==> src/mlfh_pkg.sv <==
`timescale 1ns / 1ps

package mlfh_pkg;

  localparam int WAIT_DEPTH = 16;
  localparam int PTR_W      = $clog2(WAIT_DEPTH);
  localparam int CNT_W      = $clog2(WAIT_DEPTH + 1);
  localparam int TID_W      = 8;
  localparam int IN_DATA_W  = 8;
  localparam int OUT_DATA_W = 24;

  typedef enum logic {
    OP_ACQUIRE = 1'b0,
    OP_RELEASE = 1'b1
  } op_e_t;

  typedef enum logic [2:0] {
    ST_GRANTED   = 3'd0,
    ST_ALREADY   = 3'd1,
    ST_QUEUED    = 3'd2,
    ST_FREED     = 3'd3,
    ST_HANDOFF   = 3'd4,
    ST_NOT_OWNER = 3'd5,
    ST_FULL      = 3'd6
  } status_e_t;

  typedef enum logic {
    CS_IDLE = 1'b0,
    CS_EXEC = 1'b1
  } ctrl_state_t;

  // Commands from the controller to the datapath.
  typedef struct packed {
    logic capture;  // latch the request and read the head waiter
    logic commit;   // apply the request and load the result register
  } ctrl_cmd_t;

  // Status from the datapath to the controller.
  typedef struct packed {
    logic slot_free;  // the result register can take a new result now
  } dp_sts_t;

endpackage

==> src/mlfh_ram.sv <==
`timescale 1ns / 1ps

module mlfh_ram #(
  parameter int WIDTH = 8,
  parameter int DEPTH = 16
) (
  input  logic                     clk,
  input  logic                     wr_en,
  input  logic [$clog2(DEPTH)-1:0] wr_addr,
  input  logic [WIDTH-1:0]         wr_data,
  input  logic                     rd_en,
  input  logic [$clog2(DEPTH)-1:0] rd_addr,
  output logic [WIDTH-1:0]         rd_data
);

  logic [WIDTH-1:0] mem [DEPTH];
  logic [WIDTH-1:0] rd_data_r;

  always_ff @(posedge clk) begin
    if (wr_en) begin
      mem[wr_addr] <= wr_data;
    end
    if (rd_en) begin
      rd_data_r <= mem[rd_addr];
    end
  end

  assign rd_data = rd_data_r;

endmodule

==> src/mlfh_ctrl.sv <==
`timescale 1ns / 1ps

module mlfh_ctrl
  import mlfh_pkg::*;
(
  input  logic      clk,
  input  logic      rst_n,
  input  logic      in_tvalid,
  output logic      in_tready,
  input  dp_sts_t   sts,
  output ctrl_cmd_t cmd
);

  ctrl_state_t state_r;
  ctrl_state_t state_nxt;

  always_ff @(posedge clk) begin
    if (!rst_n) begin
      state_r <= CS_IDLE;
    end else begin
      state_r <= state_nxt;
    end
  end

  always_comb begin
    state_nxt   = state_r;
    in_tready   = 1'b0;
    cmd.capture = 1'b0;
    cmd.commit  = 1'b0;
    unique case (state_r)
      CS_IDLE: begin
        in_tready = 1'b1;
        if (in_tvalid) begin
          cmd.capture = 1'b1;
          state_nxt   = CS_EXEC;
        end
      end
      CS_EXEC: begin
        // The head entry read on capture in CS_IDLE is valid here.
        if (sts.slot_free) begin
          cmd.commit = 1'b1;
          state_nxt  = CS_IDLE;
        end
      end
      default: begin
        state_nxt = CS_IDLE;
      end
    endcase
  end

endmodule

==> src/mlfh_dp.sv <==
`timescale 1ns / 1ps

module mlfh_dp
  import mlfh_pkg::*;
(
  input  logic                  clk,
  input  logic                  rst_n,
  input  ctrl_cmd_t             cmd,
  output dp_sts_t               sts,
  input  logic                  in_op,
  input  logic [TID_W-1:0]      in_tid,
  output logic                  out_tvalid,
  input  logic                  out_tready,
  output logic [OUT_DATA_W-1:0] out_tdata
);

  logic             busy_r, busy_nxt;
  logic [TID_W-1:0] owner_r, owner_nxt;
  logic [PTR_W-1:0] head_r, head_nxt;
  logic [PTR_W-1:0] tail_r, tail_nxt;
  logic [CNT_W-1:0] cnt_r, cnt_nxt;
  logic             op_r;
  logic [TID_W-1:0] tid_r;
  logic             out_valid_r;
  logic [OUT_DATA_W-1:0] out_data_r, out_data_nxt;

  logic             is_owner;
  logic             q_push;
  logic             q_pop;
  logic [TID_W-1:0] head_tid;
  logic [TID_W-1:0] woken;
  logic             woken_vld;
  status_e_t        status;

  mlfh_ram #(
    .WIDTH (TID_W),
    .DEPTH (WAIT_DEPTH)
  ) u_wait_ram (
    .clk     (clk),
    .wr_en   (q_push),
    .wr_addr (tail_r),
    .wr_data (tid_r),
    .rd_en   (cmd.capture),
    .rd_addr (head_r),
    .rd_data (head_tid)
  );

  function automatic logic [PTR_W-1:0] ptr_inc(input logic [PTR_W-1:0] p);
    if (p == PTR_W'(WAIT_DEPTH - 1)) begin
      ptr_inc = '0;
    end else begin
      ptr_inc = p + PTR_W'(1);
    end
  endfunction

  always_ff @(posedge clk) begin
    if (cmd.capture) begin
      op_r  <= in_op;
      tid_r <= in_tid;
    end
  end

  // Decision for the captured request against the current lock state.
  always_comb begin
    is_owner  = busy_r && (owner_r == tid_r);
    busy_nxt  = busy_r;
    owner_nxt = owner_r;
    q_push    = 1'b0;
    q_pop     = 1'b0;
    woken     = '0;
    woken_vld = 1'b0;
    status    = ST_NOT_OWNER;
    if (op_r == OP_ACQUIRE) begin
      priority if (is_owner) begin
        status = ST_ALREADY;
      end else if (!busy_r) begin
        busy_nxt  = 1'b1;
        owner_nxt = tid_r;
        status    = ST_GRANTED;
      end else if (cnt_r >= CNT_W'(WAIT_DEPTH)) begin
        status = ST_FULL;
      end else begin
        q_push = cmd.commit;
        status = ST_QUEUED;
      end
    end else begin
      priority if (!is_owner) begin
        status = ST_NOT_OWNER;
      end else if (cnt_r != '0) begin
        q_pop     = cmd.commit;
        woken     = head_tid;
        woken_vld = 1'b1;
        owner_nxt = head_tid;
        status    = ST_HANDOFF;
      end else begin
        busy_nxt  = 1'b0;
        owner_nxt = '0;
        status    = ST_FREED;
      end
    end
    head_nxt = q_pop ? ptr_inc(head_r) : head_r;
    tail_nxt = q_push ? ptr_inc(tail_r) : tail_r;
    cnt_nxt  = cnt_r + CNT_W'(q_push) - CNT_W'(q_pop);
    out_data_nxt = {2'b00, (cnt_nxt == '0), busy_nxt, owner_nxt,
                    woken_vld, woken, status};
  end

  always_ff @(posedge clk) begin
    if (!rst_n) begin
      busy_r  <= 1'b0;
      owner_r <= '0;
      head_r  <= '0;
      tail_r  <= '0;
      cnt_r   <= '0;
    end else if (cmd.commit) begin
      busy_r  <= busy_nxt;
      owner_r <= owner_nxt;
      head_r  <= head_nxt;
      tail_r  <= tail_nxt;
      cnt_r   <= cnt_nxt;
    end
  end

  always_ff @(posedge clk) begin
    if (!rst_n) begin
      out_valid_r <= 1'b0;
    end else if (cmd.commit) begin
      out_valid_r <= 1'b1;
    end else if (out_tready) begin
      out_valid_r <= 1'b0;
    end
  end

  always_ff @(posedge clk) begin
    if (cmd.commit) begin
      out_data_r <= out_data_nxt;
    end
  end

  assign sts.slot_free = !out_valid_r || out_tready;
  assign out_tvalid    = out_valid_r;
  assign out_tdata     = out_data_r;

  a_cnt_bound: assert property (@(posedge clk) disable iff (!rst_n)
    cnt_r <= CNT_W'(WAIT_DEPTH))
    else $error("wait count exceeds queue depth");

  a_free_no_waiters: assert property (@(posedge clk) disable iff (!rst_n)
    !busy_r |-> (cnt_r == '0))
    else $error("threads wait on a free lock");

  a_commit_result: assert property (@(posedge clk) disable iff (!rst_n)
    cmd.commit |=> out_valid_r)
    else $error("committed request produced no result");

  a_handoff_owner: assert property (@(posedge clk) disable iff (!rst_n)
    (cmd.commit && q_pop) |=> (busy_r && (owner_r == $past(head_tid))))
    else $error("handoff did not pass the lock to the head waiter");

endmodule

==> src/mutex_lock_fifo_handoff_unit.sv <==
`timescale 1ns / 1ps
// A request is captured in CS_IDLE and committed in CS_EXEC once the result register is free,
// and the commit loads its result on out_*. No new request is accepted before that commit;
// the registered wait-queue RAM read comes first, then the lock update with the result load.
// A result waiting on out_* does not block acceptance of the next request.
// Reset (rst_n low, synchronous): lock free, owner 0, queue empty; queue RAM is not cleared.
module mutex_lock_fifo_handoff_unit
  import mlfh_pkg::*;
(
  input  logic                  clk,
  input  logic                  rst_n,
  input  logic                  in_tvalid,
  output logic                  in_tready,
  input  logic [IN_DATA_W-1:0]  in_tdata,   // [7:0] thread_id
  input  logic                  in_tuser,   // [0] operation
  output logic                  out_tvalid,
  input  logic                  out_tready,
  // [2:0] status, [10:3] woken_thread, [11] woken_valid, [19:12] owner_now,
  // [20] busy_now, [21] queue_empty, [23:22] zero
  output logic [OUT_DATA_W-1:0] out_tdata
);

  ctrl_cmd_t cmd;
  dp_sts_t   sts;

  mlfh_ctrl u_ctrl (
    .clk       (clk),
    .rst_n     (rst_n),
    .in_tvalid (in_tvalid),
    .in_tready (in_tready),
    .sts       (sts),
    .cmd       (cmd)
  );

  mlfh_dp u_dp (
    .clk        (clk),
    .rst_n      (rst_n),
    .cmd        (cmd),
    .sts        (sts),
    .in_op      (in_tuser),
    .in_tid     (in_tdata[TID_W-1:0]),
    .out_tvalid (out_tvalid),
    .out_tready (out_tready),
    .out_tdata  (out_tdata)
  );

endmodule
==> config.mk <==
export PLATFORM = sky130hd
export DESIGN_NAME = mutex_lock_fifo_handoff_unit
export DESIGN_NICKNAME = d
export VERILOG_FILES = /design/src/mlfh_pkg.sv /design/src/mlfh_ram.sv /design/src/mlfh_ctrl.sv /design/src/mlfh_dp.sv /design/src/mutex_lock_fifo_handoff_unit.sv
export SDC_FILE = /design/constraint.sdc
export NUM_CORES = 1
export LEC_CHECK = 0
export BUFFER_PORTS_ARGS = -buffer_cell sky130_fd_sc_hd__buf_2
export CORE_MARGIN = 3
export CORE_UTILIZATION = 40
export DETAILED_ROUTE_END_ITERATION = 16
export SETUP_SLACK_MARGIN = 0.05
export SLEW_MARGIN = 25
export SYNTH_ARGS = -nofsm -noshare
export SYNTH_HDL_FRONTEND = slang
export SYNTH_SLANG_ARGS = --single-unit
==> constraint.sdc <==
create_clock -name clk -period 4.9 [get_ports clk]
set_input_delay 0.98 -clock clk [delete_from_list [all_inputs] [get_ports clk]]
set_output_delay 0.98 -clock clk [all_outputs]
set_load 0.03 [all_outputs]
==> results.sh, run 1 <==
export IMPL_cp_start_kind="register"
export IMPL_postRouteWirelength_mm=16.44
export IMPL_reg2reg_setup_slack_ns=1.12
export IMPL_crit_fanout=18
export IMPL_postCtsHoldBufs=0
export IMPL_max_cap_violations=0
export IMPL_clock_path_buffers=2
export IMPL_syn_area_sq_um=7851
export IMPL_seq_area_frac_synth_pct=69.99
export IMPL_critPathCaptureType="register"
export IMPL_place_gp_congestion=0.8134
export IMPL_cp_data_required_time_ns=5.26
export IMPL_synthCells=458
export IMPL_post_route_period_util_pct=77.12
export IMPL_dpl_cell_area_sq_um=8294
export IMPL_first_pass_iters=5
export IMPL_root_buffer="clkbuf_16"
export IMPL_grt_max_degree=37
export IMPL_cts_resized=0
export IMPL_status="completed"
export IMPL_cpMaxStageDelayCell="edfxtp_1"
export IMPL_hold_path_class="reg2reg"
export IMPL_yosysWarnings=0
export IMPL_track_usage_pct=16.06
export IMPL_crit_type="reg2reg"
export IMPL_synth_distinct_cells=44
export IMPL_rows=50
export IMPL_synth_area_per_cell_sq_um=17.14
export IMPL_max_stage_delay_ns=0.65
export IMPL_clkLatencyLatePin_ns=0.43
export IMPL_cts_tree="yes"
export IMPL_leakage_nw=3.085
export IMPL_insertedDiodeCount=0
export IMPL_first_global_vias=4201
export IMPL_setup_viol=0
export IMPL_h_tree_depth=4
export IMPL_grt_pass1_wl_mm=25.56
export IMPL_cts_num_sinks=191
export IMPL_area_growth_synth_to_final_pct=13.05
export IMPL_io_buffers=36
export IMPL_worstPathArrival_ns=4.13
export IMPL_cts_buffers=17
export IMPL_fin_nets=525
export IMPL_fin_setup_tns_ns=0
export IMPL_hpwl_mm=10.56
export IMPL_peakVddDrop_mv=0.3084
export IMPL_ant_nets=0
export IMPL_ys_ff_latch=191
export IMPL_die_w_microns=146.1
export IMPL_via_count=4118
export IMPL_cts_setup_buffers=0
export IMPL_dr_first_iter_drc_count=367
export IMPL_cellPowerDensity_nw_per_um2=382.4
export IMPL_fmax_mhz=264.6
export IMPL_clkTransAtPathRegs_ns=0.07
export IMPL_worst_pin_slew_ns=0.9924
export IMPL_fin_crit_ns=3.779
export IMPL_fin_area_sq_um=8876
export IMPL_skew_ns=0.007588
export IMPL_die_h_microns=146.1
export IMPL_io_pins=39
export IMPL_cp_cell_sequence="xnor2_1 > nand4_2 > nor4_4 > ha_1 > inv_1 > ha_1 > inv_1 > fa_1 > nand2b_1 > a21oi_1 > o21ai_0 > a21oi_1 > mux2i_1"
export IMPL_slew_headroom_pct=33.48
export IMPL_avgRoutedWirePerCell_microns=21.30
export IMPL_antenna_found_initial=0
export IMPL_core_area_sq_um=19020
export IMPL_start_util_pct=41.28
export IMPL_drive_gt1_share_pct=25.78
export IMPL_dieArea_sq_um=21350
export IMPL_final_max_slew_viol_count=0
export IMPL_rsz0062_at_grt="no"
export IMPL_viasPerCell=5.334
export IMPL_hold_viol=0
export IMPL_overflow=0
export IMPL_drc=0
[report_power, final]
| part | total, mW | switching (mW) | leakage, nW | internal (mW) |
|---|---|---|---|---|
| Clock | 1.37 | 0.613 | 0.279 | 0.760 |
| Sequential | 1.85 | 0.0384 | 1.72 | 1.81 |
| Combinational | 0.176 | 0.115 | 1.09 | 0.0613 |
| Total | 3.39 | 0.766 | 3.08 | 2.63 |
[area by class of cell]
cell class,count,area [sq um]
sequential,191,5497
timing repair buffer,43,232.7
fill,1635,10140
clock buffer,17,425.4
multi-input combinational,223,2150
clock inverter,14,156.4
tap,260,325.3
inverter,24,90.09
[routing by layer]
metal / up-vias / part of all wire, % / global-route usage [%]
met3: 23 / 5.0 / 4.128
met5: - / 0 / 0
met2: 134 / 51 / 26.66
met1: 2108 / 42 / 20.76
met4: 0 / 2.1 / 5.503
li1: 1853 / - / -
[flip-flops by register name, summed over array words and instances (netlist names)]
name and flops:
u_ctrl.state_r 1, u_dp.busy_r 1, u_dp.cnt_r 5, u_dp.head_r 4, u_dp.op_r 1, u_dp.out_tdata 22, u_dp.out_tvalid 1, u_dp.owner_r 8
u_dp.tail_r 4, u_dp.tid_r 8, u_dp.u_wait_ram.mem 128, u_dp.u_wait_ram.rd_data 8
[worst max-delay path: cells and delay by family, from the launching register on]
family | cells | cell delay (ns)
fa+ha+maj | 3 | 0.90
simple gates | 3 | 1.00
xor+xnor | 1 | 0.30
mux | 1 | 0.20
compound gates | 3 | 0.52
buf+inv | 2 | 0.13
flops | 1 | 0.65
[synthesized netlist by cell type, drive strengths merged]
cell / instances / share of area [%]
nor2b: 9 / 0.72
buf: 11 / 1.1
or4b: 2 / 0.25
nor4b: 1 / 0.11
conb: 1 / 0.048
dfxtp: 24 / 6.1
clkbuf: 10 / 0.48
mux2: 9 / 1.3
nor3: 2 / 0.13
nand3: 5 / 0.32
nand4: 2 / 0.32
a21oi: 8 / 0.51
or3: 1 / 0.080
fa: 1 / 0.25
o22ai: 1 / 0.080
nor2: 5 / 0.24
a31oi: 11 / 0.88
nor4: 3 / 0.62
a21boi: 3 / 0.29
and2: 1 / 0.080
o211a: 2 / 0.25
o21ai: 15 / 0.96
nand2b: 4 / 0.41
mux2i: 5 / 0.64
o21ba: 1 / 0.13
o21a: 2 / 0.19
ha: 11 / 1.8
edfxtp: 167 / 64
xnor2: 10 / 1.1
nor3b: 3 / 0.29
a21o: 4 / 0.38
nand2: 45 / 2.2
or3b: 1 / 0.14
mux4: 40 / 11
inv: 24 / 1.1
or4: 1 / 0.096
and3: 13 / 1.0
[per-stage QoR]
step / worst slack [ns] / std cells / utilization (%) / power, mW / hold WS, ns
2_1_floorplan: 1.453 / 459 / - / 1.999 / 0.4609
3_3_place_gp: 1.077 / 741 / 43.61 / 2.051 / 0.4814
3_5_place_dp: 0.9216 / 741 / 43.61 / 2.057 / 0.4852
4_1_cts: 1.096 / 772 / 46.67 / 3.420 / 0.4960
5_1_grt: 0.7346 / 772 / 46.67 / 3.509 / 0.5076
6_report: 1.121 / 772 / 46.67 / 3.394 / 0.4961
[worst paths after layout]
path,start,endpoint,depth (start not counted)
worst min-delay path,u_dp.cnt_r[2],u_dp.cnt_r[2],2
worst max-delay path,u_dp.tid_r[6],u_dp.cnt_r[4],13
worst min register to register,u_dp.cnt_r[2],u_dp.cnt_r[2],2
worst max register to register,u_dp.tid_r[6],u_dp.cnt_r[4],13
[cell families (layout without fill, tap and decap cells)]
family,Yosys count,in the layout,synth area share (%)
AO/OA/AOI/OAI,47,47,3.665
flip-flops,191,191,69.99
buffers and inverters,45,98,2.773
multiplexers,54,54,13.40
other,1,2,0.04776
AND/OR/NAND/NOR,98,98,6.996
adder cells (fa/ha/maj),12,12,2.008
XOR/XNOR,10,10,1.115
[placed cells by master, fill, tap and decap left out, types with 10 or more instances in the layout]
| cell | n |
|---|---|
| a31oi_1 | 11 |
| and3_1 | 13 |
| o21ai_0 | 14 |
| clkbuf_16 | 17 |
| buf_2 | 36 |
| edfxtp_1 | 167 |
| ha_1 | 11 |
| inv_1 | 23 |
| xnor2_1 | 10 |
| mux4_2 | 40 |
| nand2_1 | 45 |
| dfxtp_1 | 23 |
No activity file was read; power rests on OpenSTA's default activity.
==> run 2: changes to the inputs <==
Clock period 4.9 ns to 3.27 ns, I/O delays scaled along.
==> run 2 against run 1 <==
Non-clock buffer count rose by 16. Critical path depth increased by 2. Power rose by 49%. Clock-buffer cell count grew 3. Sequential share of layout area is 1.2 points lower. Global-route usage down 0.68 points. Critical endpoint is now u_dp.out_tdata[21].
==> results.sh, run 2 (synthesis results as in run 1) <==
export IMPL_root_buffer="clkbuf_16"
export IMPL_hp_start="in_tuser"
export IMPL_avgRoutedWirePerCell_microns=20.25
export IMPL_track_usage_pct=15.38
export IMPL_fin_area_sq_um=9057
export IMPL_drc=0
export IMPL_multi_input_area_sq_um=2213
export IMPL_fin_nets=541
export IMPL_start_util_pct=41.28
export IMPL_peakVddDrop_mv=0.3873
export IMPL_h_tree_depth=4
export IMPL_status="completed"
export IMPL_regMostFlops="u_dp.u_wait_ram.mem"
export IMPL_postRouteWirelength_mm=15.96
export IMPL_dpl_cell_area_sq_um=8414
export IMPL_cp_start_kind="register"
export IMPL_largest_register_ffs=128
export IMPL_cts_buffers=17
export IMPL_mostFrequentLayoutCells="edfxtp_1 (167), nand2_1 (45), mux4_2 (40)"
export IMPL_place_gp_congestion=0.8311
export IMPL_hold_viol=0
export IMPL_drive_gt1_share_pct=29.73
export IMPL_fin_util_pct=47.63
export IMPL_clkLatencyLatePin_ns=0.43
export IMPL_antenna_found_initial=0
export IMPL_core_area_sq_um=19020
export IMPL_fin_cells=788
export IMPL_post_route_period_util_pct=95.33
export IMPL_fmax_mhz=320.8
export IMPL_hold_path_class="in2reg"
export IMPL_n_fill_cell=1609
export IMPL_cp_data_required_time_ns=3.45
export IMPL_io_buffers=36
export IMPL_setup_viol=0
export IMPL_crit_start="u_dp.cnt_r[2]"
export IMPL_area_growth_synth_to_final_pct=15.36
export IMPL_pre_cts_slack_ns=0.03617
export IMPL_postCtsHoldBufs=0
export IMPL_max_cap_violations=0
export IMPL_cts_tree="yes"
export IMPL_clkTransAtPathRegs_ns=0.07
export IMPL_fin_crit_ns=3.117
export IMPL_insertedDiodeCount=0
export IMPL_cts_num_sinks=191
export IMPL_grt_max_degree=40
export IMPL_dieArea_sq_um=21350
export IMPL_clock_path_buffers=2
export IMPL_crit_type="reg2reg"
export IMPL_ant_nets=0
export IMPL_worstPathArrival_ns=3.30
export IMPL_crit_fanout=3
export IMPL_die_h_microns=146.1
export IMPL_skew_ns=0.007591
export IMPL_worst_pin_slew_ns=0.9298
export IMPL_final_max_slew_viol_count=0
export IMPL_io_pins=39
export IMPL_cellPowerDensity_nw_per_um2=557.8
export IMPL_register_area_sq_um=5498
export IMPL_fin_ws_ns=0.1528
export IMPL_slew_headroom_pct=37.14
export IMPL_grt_pass1_wl_mm=24.63
export IMPL_r2r_start="u_dp.cnt_r[2]"
export IMPL_hpwl_mm=10.41
export IMPL_first_global_vias=4065
export IMPL_place_inst=754
export IMPL_overflow=0
export IMPL_viasPerCell=5.279
export IMPL_first_pass_iters=5
export IMPL_die_w_microns=146.1
export IMPL_via_count=4160
export IMPL_dr_first_iter_drc_count=346
export IMPL_leakage_nw=3.177
export IMPL_rows=50
export IMPL_critPathCaptureType="register"
export IMPL_layout_commonest_cell="edfxtp_1"
## run 2: path summary, 6_finish.rpt
kind | end | slack, ns | cells after the start
worst min-delay path | u_dp.op_r | 0.40 | 1
worst max register to register | u_dp.out_tdata[21] | 0.15 | 15
worst max-delay path | u_dp.out_tdata[21] | 0.15 | 15
worst min register to register | u_dp.cnt_r[2] | 0.51 | 2
## run 2: layer usage
| metal | vias up | track usage, % | share of wire, % |
|---|---|---|---|
| met3 | 14 | 3.600 | 5.7 |
| met2 | 114 | 23.05 | 47 |
| li1 | 1879 | - | - |
| met4 | 0 | 5.174 | 1.5 |
| met5 | - | 0 | 0 |
| met1 | 2153 | 22.37 | 46 |
## run 2: repair_timing
| action | in CTS | in global routing |
|---|---|---|
| endpoints found under the setup margin | 2 | 2 |
| buffers inserted | 0 | 3 |
| gates resized for setup | 1 | 13 |
| pin swaps | 0 | 3 |
## run 2: per-stage QoR
step,TNS [ns],hold WS (ns),total power [mW]
after floorplan,0,0.4609,2.996
after global placement,0,0.4811,3.087
after detailed placement,0,0.4941,3.099
after CTS,0,0.3832,5.055
after global routing,-0.007344,0.3811,5.225
final,0,0.3996,5.052
## run 2: final cells by class
type,count,area share (%)
sequential,191,60.70
multi-input combinational,223,24.44
clock buffer,20,4.821
timing repair buffer,59,4.172
tap,260,3.592
clock inverter,11,1.285
inverter,24,0.9946
## run 2: worst max-delay path, cell delays in order, from the launching register on
cell and delay (ns):
dfxtp_1 0.33, inv_1 0.09, ha_1 0.16, or4b_4 0.48
nand3_4 0.11, nor4_4 0.04, ha_1 0.27, inv_1 0.06
ha_2 0.18, inv_2 0.04, fa_2 0.39, nand2b_1 0.18
a21oi_2 0.19, or3_4 0.16, a21o_1 0.11, a21oi_1 0.06
## run 2: report_power, final
group	total, mW	internal [mW]	switching [mW]
Combinational	0.336	0.122	0.213
Clock	1.97	1.12	0.852
Sequential	2.75	2.71	0.0386
